## config.mk

```make
export PLATFORM = sky130hd
export DESIGN_NAME = fekv_ctrl
export DESIGN_NICKNAME = d
export VERILOG_FILES = /design/src/hw/rtl/fifo_evicting_key_value_store_macros.svh /design/src/hw/rtl/fekv_pkg.sv /design/src/hw/rtl/fekv_ctrl.sv
export SDC_FILE = /design/constraint.sdc
export NUM_CORES = 1
export LEC_CHECK = 0
export BUFFER_PORTS_ARGS = -buffer_cell sky130_fd_sc_hd__buf_2
export CAP_MARGIN = 40
export CORE_AREA = 2 2 39 41
export DETAILED_ROUTE_END_ITERATION = 7
export DIE_AREA = 0 0 41 43
export PLACE_DENSITY_LB_ADDON = 0.12
export SYNTH_ARGS = -nofsm -noshare
export SYNTH_HDL_FRONTEND = slang
export SYNTH_SLANG_ARGS = --single-unit
```

## constraint.sdc

```tcl
create_clock -name i_clk -period 1.6 [get_ports i_clk]
set_input_delay 0.08 -clock i_clk [delete_from_list [all_inputs] [get_ports i_clk]]
set_output_delay 0.08 -clock i_clk [all_outputs]
set_load 0.05 [all_outputs]
```

## src/hw/rtl/fifo_evicting_key_value_store_macros.svh

```systemverilog
// ---------------------------------------------------------------------------
// fekv assertion macros
// shared concurrent assertion forms, removable with NO_ASSERTIONS
// ---------------------------------------------------------------------------
`ifndef FIFO_EVICTING_KEY_VALUE_STORE_MACROS_SVH
`define FIFO_EVICTING_KEY_VALUE_STORE_MACROS_SVH
`ifndef NO_ASSERTIONS
`define FEKV_ASSERT_SAME(label, clk, rst_n, a, b) \
    label: assert property (@(posedge clk) disable iff (!rst_n) (a) |-> (b)) \
        else $error("fekv same-cycle check failed");
`define FEKV_ASSERT_NEXT(label, clk, rst_n, a, b) \
    label: assert property (@(posedge clk) disable iff (!rst_n) (a) |=> (b)) \
        else $error("fekv next-cycle check failed");
`else
`define FEKV_ASSERT_SAME(label, clk, rst_n, a, b)
`define FEKV_ASSERT_NEXT(label, clk, rst_n, a, b)
`endif
`endif

```

## src/hw/rtl/fekv_pkg.sv

```systemverilog
// ---------------------------------------------------------------------------
// fekv package
// request codes and the controller/datapath command and status types
// ---------------------------------------------------------------------------
package fekv_pkg;

    localparam logic [1:0] OP_PUT    = 2'd0;
    localparam logic [1:0] OP_GET    = 2'd1;
    localparam logic [1:0] OP_FORGET = 2'd2;
    localparam logic [1:0] OP_NONE   = 2'd3;

    localparam logic [7:0] LIMIT_AT_RESET = 8'd120;

    localparam int KEY_W = 64;
    localparam int VAL_W = 32;

    typedef struct packed {
        logic accept;
        logic scan;
        logic ev_rd;
        logic ev_wr;
        logic ins;
        logic upd;
        logic sh_rd;
        logic sh_wr;
        logic fg_end;
        logic out_load;
    } t_cmd;

    typedef struct packed {
        logic       scan_done;
        logic       found;
        logic       full;
        logic       over_lim;
        logic       sh_first;
        logic       sh_more;
        logic       out_free;
        logic [1:0] op;
    } t_status;

endpackage

```

## src/hw/rtl/fekv_ctrl.sv

```systemverilog
// ---------------------------------------------------------------------------
// fekv controller
// sequences scan, update, insert, eviction and compaction of one request
// ---------------------------------------------------------------------------
module fekv_ctrl import fekv_pkg::*; (
    input  logic    i_clk,
    input  logic    i_rst_n,
    input  logic    i_in_valid,
    input  t_status i_st,
    output logic    o_in_stall,
    output t_cmd    o_cmd
);
    localparam logic [3:0] S_IDLE   = 4'd0;
    localparam logic [3:0] S_SCAN   = 4'd1;
    localparam logic [3:0] S_DECIDE = 4'd2;
    localparam logic [3:0] S_EV_RD  = 4'd3;
    localparam logic [3:0] S_EV_WR  = 4'd4;
    localparam logic [3:0] S_INS    = 4'd5;
    localparam logic [3:0] S_UPD    = 4'd6;
    localparam logic [3:0] S_LIM    = 4'd7;
    localparam logic [3:0] S_SH_RD  = 4'd8;
    localparam logic [3:0] S_SH_WR  = 4'd9;
    localparam logic [3:0] S_FG_END = 4'd10;
    localparam logic [3:0] S_OUT    = 4'd11;

    logic [3:0] r_state, n_state;
    logic       r_ins, n_ins;

    assign o_in_stall = (r_state != S_IDLE);

    always_comb begin
        n_state = r_state;
        n_ins   = r_ins;
        o_cmd   = '0;
        case (r_state)
            S_IDLE: begin
                if (i_in_valid) begin
                    o_cmd.accept = 1'b1;
                    n_state      = S_SCAN;
                end
            end
            S_SCAN: begin
                o_cmd.scan = 1'b1;
                if (i_st.scan_done) begin
                    o_cmd.scan = 1'b0;
                    n_state    = S_DECIDE;
                end
            end
            S_DECIDE: begin
                n_state = S_OUT;
                if (i_st.op == OP_PUT) begin
                    if (i_st.found) begin
                        n_state = S_UPD;
                    end else if (i_st.full) begin
                        n_ins   = 1'b1;
                        n_state = S_EV_RD;
                    end else begin
                        n_state = S_INS;
                    end
                end else if (i_st.op == OP_FORGET && i_st.found) begin
                    n_state = i_st.sh_first ? S_SH_RD : S_FG_END;
                end
            end
            S_EV_RD: begin
                o_cmd.ev_rd = 1'b1;
                n_state     = S_EV_WR;
            end
            S_EV_WR: begin
                o_cmd.ev_wr = 1'b1;
                n_ins       = 1'b0;
                n_state     = r_ins ? S_INS : S_LIM;
            end
            S_INS: begin
                o_cmd.ins = 1'b1;
                n_state   = S_LIM;
            end
            S_UPD: begin
                o_cmd.upd = 1'b1;
                n_state   = S_LIM;
            end
            S_LIM: begin
                n_state = i_st.over_lim ? S_EV_RD : S_OUT;
            end
            S_SH_RD: begin
                o_cmd.sh_rd = 1'b1;
                n_state     = S_SH_WR;
            end
            S_SH_WR: begin
                o_cmd.sh_wr = 1'b1;
                n_state     = i_st.sh_more ? S_SH_RD : S_FG_END;
            end
            S_FG_END: begin
                o_cmd.fg_end = 1'b1;
                n_state      = S_OUT;
            end
            S_OUT: begin
                if (i_st.out_free) begin
                    o_cmd.out_load = 1'b1;
                    n_state        = S_IDLE;
                end
            end
            default: begin
                n_state = S_IDLE;
            end
        endcase
    end

    always_ff @(posedge i_clk) begin
        if (!i_rst_n) begin
            r_state <= S_IDLE;
            r_ins   <= 1'b0;
        end else begin
            r_state <= n_state;
            r_ins   <= n_ins;
        end
    end
endmodule

```

**Yosys cells after proc, flatten, opt, wreduce, memory -nomap -nowiden**

Cells that the tools add are included.

- Memory bits (writable): 0
- Latch bits: 0
- Memories: 0
- Input bits: 12
- Output and inout bits: 11
- Register bits after elaboration: 5
- ROM bits: 0

- Muxes and demuxes: 29
- Multipliers: 0
- Reduce and logical (&&, ||, !) cells: 8
- Equal/unequal tests: 18
- Add/sub/neg operators: 0
- Order comparisons: 0
- Shift-type cells: 0
- Bitwise gates (word level): 0
- Div/mod/pow operators: 0

Operators with widths:

| kind | number |
|---|---|
| $pmux W4 S11 | 1 |
| $mux W4 | 5 |
| $eq A4 B3 Y1 const B | 4 |
| $eq A4 B4 Y1 const B | 4 |
| $mux W1 | 16 |
| $ne A2 B2 Y1 const B | 6 |
| $eq A4 B2 Y1 const B | 2 |
| $mux W2 | 4 |
| $mux W3 | 2 |
| $eq A4 B1 Y1 const B | 1 |
| $logic_not A4 Y1 | 1 |
| $reduce_and A4 Y1 | 1 |
| $reduce_bool A4 Y1 | 1 |
| $reduce_and A3 Y1 | 1 |
| $eq A2 B2 Y1 const B | 1 |
| $logic_not A2 Y1 | 1 |
| $pmux W1 S2 | 1 |
| $reduce_bool A2 Y1 | 1 |
| $reduce_or A2 Y1 | 1 |
| $logic_and A1 B1 Y1 | 1 |

**Longest topological paths before layout**

- Depth in word-level cells: 5
- Mapped depth: 5

**Worst setup path before layout**

OpenSTA, ideal clock, no wires.

- Path type: flip-flop to flip-flop
- From: register r_state[2]
- To: register r_ins
- Slack: -489 ps
- Buffers on the path: 1
- Stages on the path, launching flop included: 5
- Arrival: 1908 ps
- Period minus slack after synthesis: 2089 ps
- Cells stage by stage: dfxtp_1 buf_1 nand2_1 nor3_1 nor3_1

- Longest elaborated chain between the ends: 3
- Elaborated cells between the ends (all ways): 8
- Those cells by class: eq/ne: 5; mux: 1; reduce/logical: 2

RTL lines:

| element | RTL line | text |
|---|---|---|
| from (decl) | fekv_ctrl.sv:26 | `logic [3:0] r_state, n_state;` |
| from (signal assigned) | fekv_ctrl.sv:113 | `r_state <= n_state;` |
| $eq A4 B2 Y1 / $eq A4 B3 Y1 (equally long branches) | fekv_ctrl.sv:35 | `case (r_state)` |
| $ne A2 B2 Y1 (no source line) / $reduce_bool A2 Y1 (equally long branches) | - |  |
| $reduce_and A4 Y1 (no source line) | - |  |
| to (signal assigned) | fekv_ctrl.sv:114 | `r_ins <= n_ins;` |
| to (decl) | fekv_ctrl.sv:27 | `logic r_ins, n_ins;` |

Several ways; a longest one is shown, not always the timed one.
A chain may end at the register's enable or synchronous reset.

==> run summary <==
The flow ran to the end, and the final reports show no timing, DRC or antenna violations. In this run the power density over the cells is 1910 nW/µm². The run gives 32.4% as the initial standard-cell utilization of the core. Including well taps, the total number of placed cells is 106.

The worst setup path is captured at a primary output. The max-slew violation count was 0. Setup repair after global routing left no endpoint under its margin. In the final layout, the share of cells above drive strength 1 is 37.2%.

The tightest min-delay check is of the input pin to flop type. The count of buffers added on input and output ports is 22. The tools report the via count of the first global-routing pass as 511. TritonCTS built the clock tree. Setup violations remaining at the end of the flow were counted as 0.

The per-instance average area after synthesis is 6.69 µm², and the clock network latency to the later pin of the worst-skew pair is 240 ps. In this run, the combinational gates consume 69.8% of the power. The design draws 1.23 mW. The run gives 0 as the number of warnings reported in the yosys synthesis log. For the detailed placement HPWL, the log shows 1000 µm.

The logs give 4 for the number of iterations in the first detailed-routing pass and 2 for the buffer depth of the longest clock path. In the routed design, unresolved DRC markers number 0. The logs give 0.317 nW for the total leakage power and 17.8% for the overall global routing resource usage. Entering global routing, the biggest net connects 13 pins. The path type of the worst setup path was flop to primary output.

For the worst setup path, the data required time is 1520 ps. The internal power component is 544 µW, and the switching part of the total is 55.7%. The logs give 11.3% for the clock group share of total power and 0.777 for the routability congestion estimate from global placement.

The tools report the placement row count as 14. The critical path arrival was 1410 ps; the wire length per cell after detailed routing was 11.2 µm. Relative to the synthesized area, the layout overhead comes to 43.9%. The buffers inserted during post-CTS setup optimization was 0; the overflow left after global routing was 0. The maximum clock frequency was 673 MHz; the count of placed standard cells in the final layout, fillers left out was 110. The die is 41 µm wide. In the routed layout, each cell is associated on average with a via count of 5.13. Fill cells in the final layout number 163.

For the first-pass GRT wire length, the log shows 2120 µm. The register clock-pin slew on the reported worst setup and hold paths is 40 ps. The nature of the critical path startpoint is a flop.

After detailed routing, the total wire length is 1230 µm. Buffers inserted during clock tree synthesis total 3. The die is 43 µm tall. The total area inside the core boundary comes to 1380 µm². The die area is 1760 µm², and the minimum period implied by the final worst setup slack is 1490 ps. After synthesis the cells add up to 448 µm². Hold is met by 97.9 ps. The number of clock sinks is 5, and the synthesized netlist cell count is 67. The area of all placed cells without fillers was 644 µm².

Worst relative slew slack: 80.2%. The synthesized netlist contains 26 unique library cells. The first routing iteration left 7 violations.

The maximum fanout along the worst path was 12. 0 antenna diodes ended up in the layout. VDD sags by at most 0.740 mV. The tools report the register area share after synthesis as 22.3%. Remaining antenna violation count after routing: 0.

Synthesis produced a netlist with a net count of 79. The number of hold violations in the final report was 0; the clock skew after layout was 1.64 ps. The logs give 0 for the max-capacitance violation count and 614 µm² for the instance area after placement.

The via count is 564. For this design the total switching power over the nets is 684 µW. The tree is rooted in a sky130_fd_sc_hd__clkbuf_4. In this run the count of I/O pins placed on the die edge is 23. After layout, the worst path uses 92.9% of the clock period. The number of storage elements in the synthesis netlist was 5; the initial antenna violation count was 0. For the pin with the worst max-slew slack, the measured transition is 293 ps.

The number of levels in the clock H-tree came out at 1. The net count of the finished layout is 107. Per report_power, the sequential group accounts for 18.9% of the total.
-- critical path, stage by stage, from the launching register on --
cell                      delay, ps
sky130_fd_sc_hd__dfxtp_1        310
sky130_fd_sc_hd__buf_4          180
sky130_fd_sc_hd__or2b_1         300
sky130_fd_sc_hd__nor3_2         170
sky130_fd_sc_hd__buf_4          210
-- cells in the final DEF (no fill, tap or decap), drive strengths merged --
master and n:
a211oi 1, a21oi 2, a31oi 2, and2 2, and3 2, and3b 1
and4b 1, buf 26, clkbuf 4, dfxtp 5, inv 5, nand2 4
nand2b 3, nor2 8, nor2b 3, nor3 9, nor4 4, o2111ai 1
o21a 1, o21ai 4, o21bai 1, o22ai 1, o32ai 1, or2b 1
or4b 1, xnor2 1
-- per-layer routing --
metal / track usage, % / wire, µm / up-vias
met5: 0 / 0 / -
met4: 8.00 / 7 / 0
met3: 3.14 / 58 / 2
met2: 27.5 / 598 / 15
met1: 22.9 / 569 / 247
li1: - / - / 300
-- registers in the layout (all words and copies together), names as in the netlist --
name,count
r_ins,1
r_state,4
-- Yosys cell counts --
| cell | count | area share (%) |
|---|---|---|
| sky130_fd_sc_hd__and4b_1 | 1 | 2.2 |
| sky130_fd_sc_hd__o21ai_0 | 4 | 4.5 |
| sky130_fd_sc_hd__o21a_1 | 1 | 1.7 |
| sky130_fd_sc_hd__and3_1 | 2 | 2.8 |
| sky130_fd_sc_hd__buf_2 | 2 | 2.2 |
| sky130_fd_sc_hd__nand2b_1 | 3 | 4.2 |
| sky130_fd_sc_hd__and2_1 | 2 | 2.8 |
| sky130_fd_sc_hd__a31oi_1 | 2 | 2.8 |
| sky130_fd_sc_hd__nand2_1 | 4 | 3.4 |
| sky130_fd_sc_hd__or4b_4 | 1 | 3.1 |
| sky130_fd_sc_hd__nor2b_1 | 3 | 4.2 |
| sky130_fd_sc_hd__or2b_1 | 1 | 1.7 |
| sky130_fd_sc_hd__o32ai_1 | 1 | 2.0 |
| sky130_fd_sc_hd__o2111ai_1 | 1 | 2.0 |
| sky130_fd_sc_hd__buf_1 | 1 | 0.84 |
| sky130_fd_sc_hd__o22ai_1 | 1 | 1.4 |
| sky130_fd_sc_hd__a21oi_1 | 2 | 2.2 |
| sky130_fd_sc_hd__o21bai_1 | 1 | 1.7 |
| sky130_fd_sc_hd__xnor2_1 | 1 | 2.0 |
| sky130_fd_sc_hd__dfxtp_1 | 5 | 22 |
| sky130_fd_sc_hd__nor2_1 | 8 | 6.7 |
| sky130_fd_sc_hd__a211oi_1 | 1 | 1.7 |
| sky130_fd_sc_hd__and3b_1 | 1 | 2.0 |
| sky130_fd_sc_hd__nor4_1 | 4 | 5.6 |
| sky130_fd_sc_hd__nor3_1 | 9 | 10 |
| sky130_fd_sc_hd__inv_1 | 5 | 4.2 |
-- per-stage QoR --
| step | setup WS (ps) | TNS (ps) | utilization [%] |
|---|---|---|---|
| 2_1_floorplan | -76.0 | -80.3 | - |
| 3_3_place_gp | 206 | 0 | 44.4 |
| 3_5_place_dp | 166 | 0 | 44.4 |
| 4_1_cts | 0.0451 | 0 | 46.3 |
| 5_1_grt | 28.8 | 0 | 46.6 |
| 6_report | 114 | 0 | 46.6 |
-- layout make-up --
type | count | area, µm² | area share [%]
clock buffers | 4 | 26.3 | 4.08
multi-input cells | 54 | 335 | 52.0
well taps | 16 | 20.0 | 3.11
flip-flops and latches | 5 | 101 | 15.7
inverters | 5 | 18.8 | 2.91
repair buffers | 26 | 143 | 22.1
-- power by group through the flow --
stage | clock (mW) | sequential [mW] | combinational, mW
finish | 0.139 | 0.232 | 0.857
detailed placement | 0 | 0.228 | 0.861
global route | 0.155 | 0.238 | 0.941
global placement | 0 | 0.229 | 0.864
CTS | 0.149 | 0.227 | 0.862
floorplan | 0 | 0.213 | 0.655
-- repair_timing --
action | 4_1_cts | 5_1_grt
hold buffers | 0 | 0
resized for setup | 0 | 3
endpoints found under the setup margin | 0 | 3
-- path summary, 6_finish.rpt --
kind | start | endpoint | slack (ps) | cells after the start
min | i_rst_n | r_state[2] | 100 | 2
max | r_state[2] | o_cmd[0] | 110 | 4
min reg2reg | r_ins | r_ins | 520 | 2
max reg2reg | r_state[0] | r_state[1] | 210 | 4
-- cell families after synthesis --
family / after synthesis / synth area share (%)
xor gates and xnor gates: 1 / 1.96
DFF: 5 / 22.3
buffers and inverters: 8 / 7.26
and+or+nand+nor: 39 / 48.6
AOI/OAI and AO/OA: 14 / 19.8
Note: power is estimated with default switching activity, not from simulation.
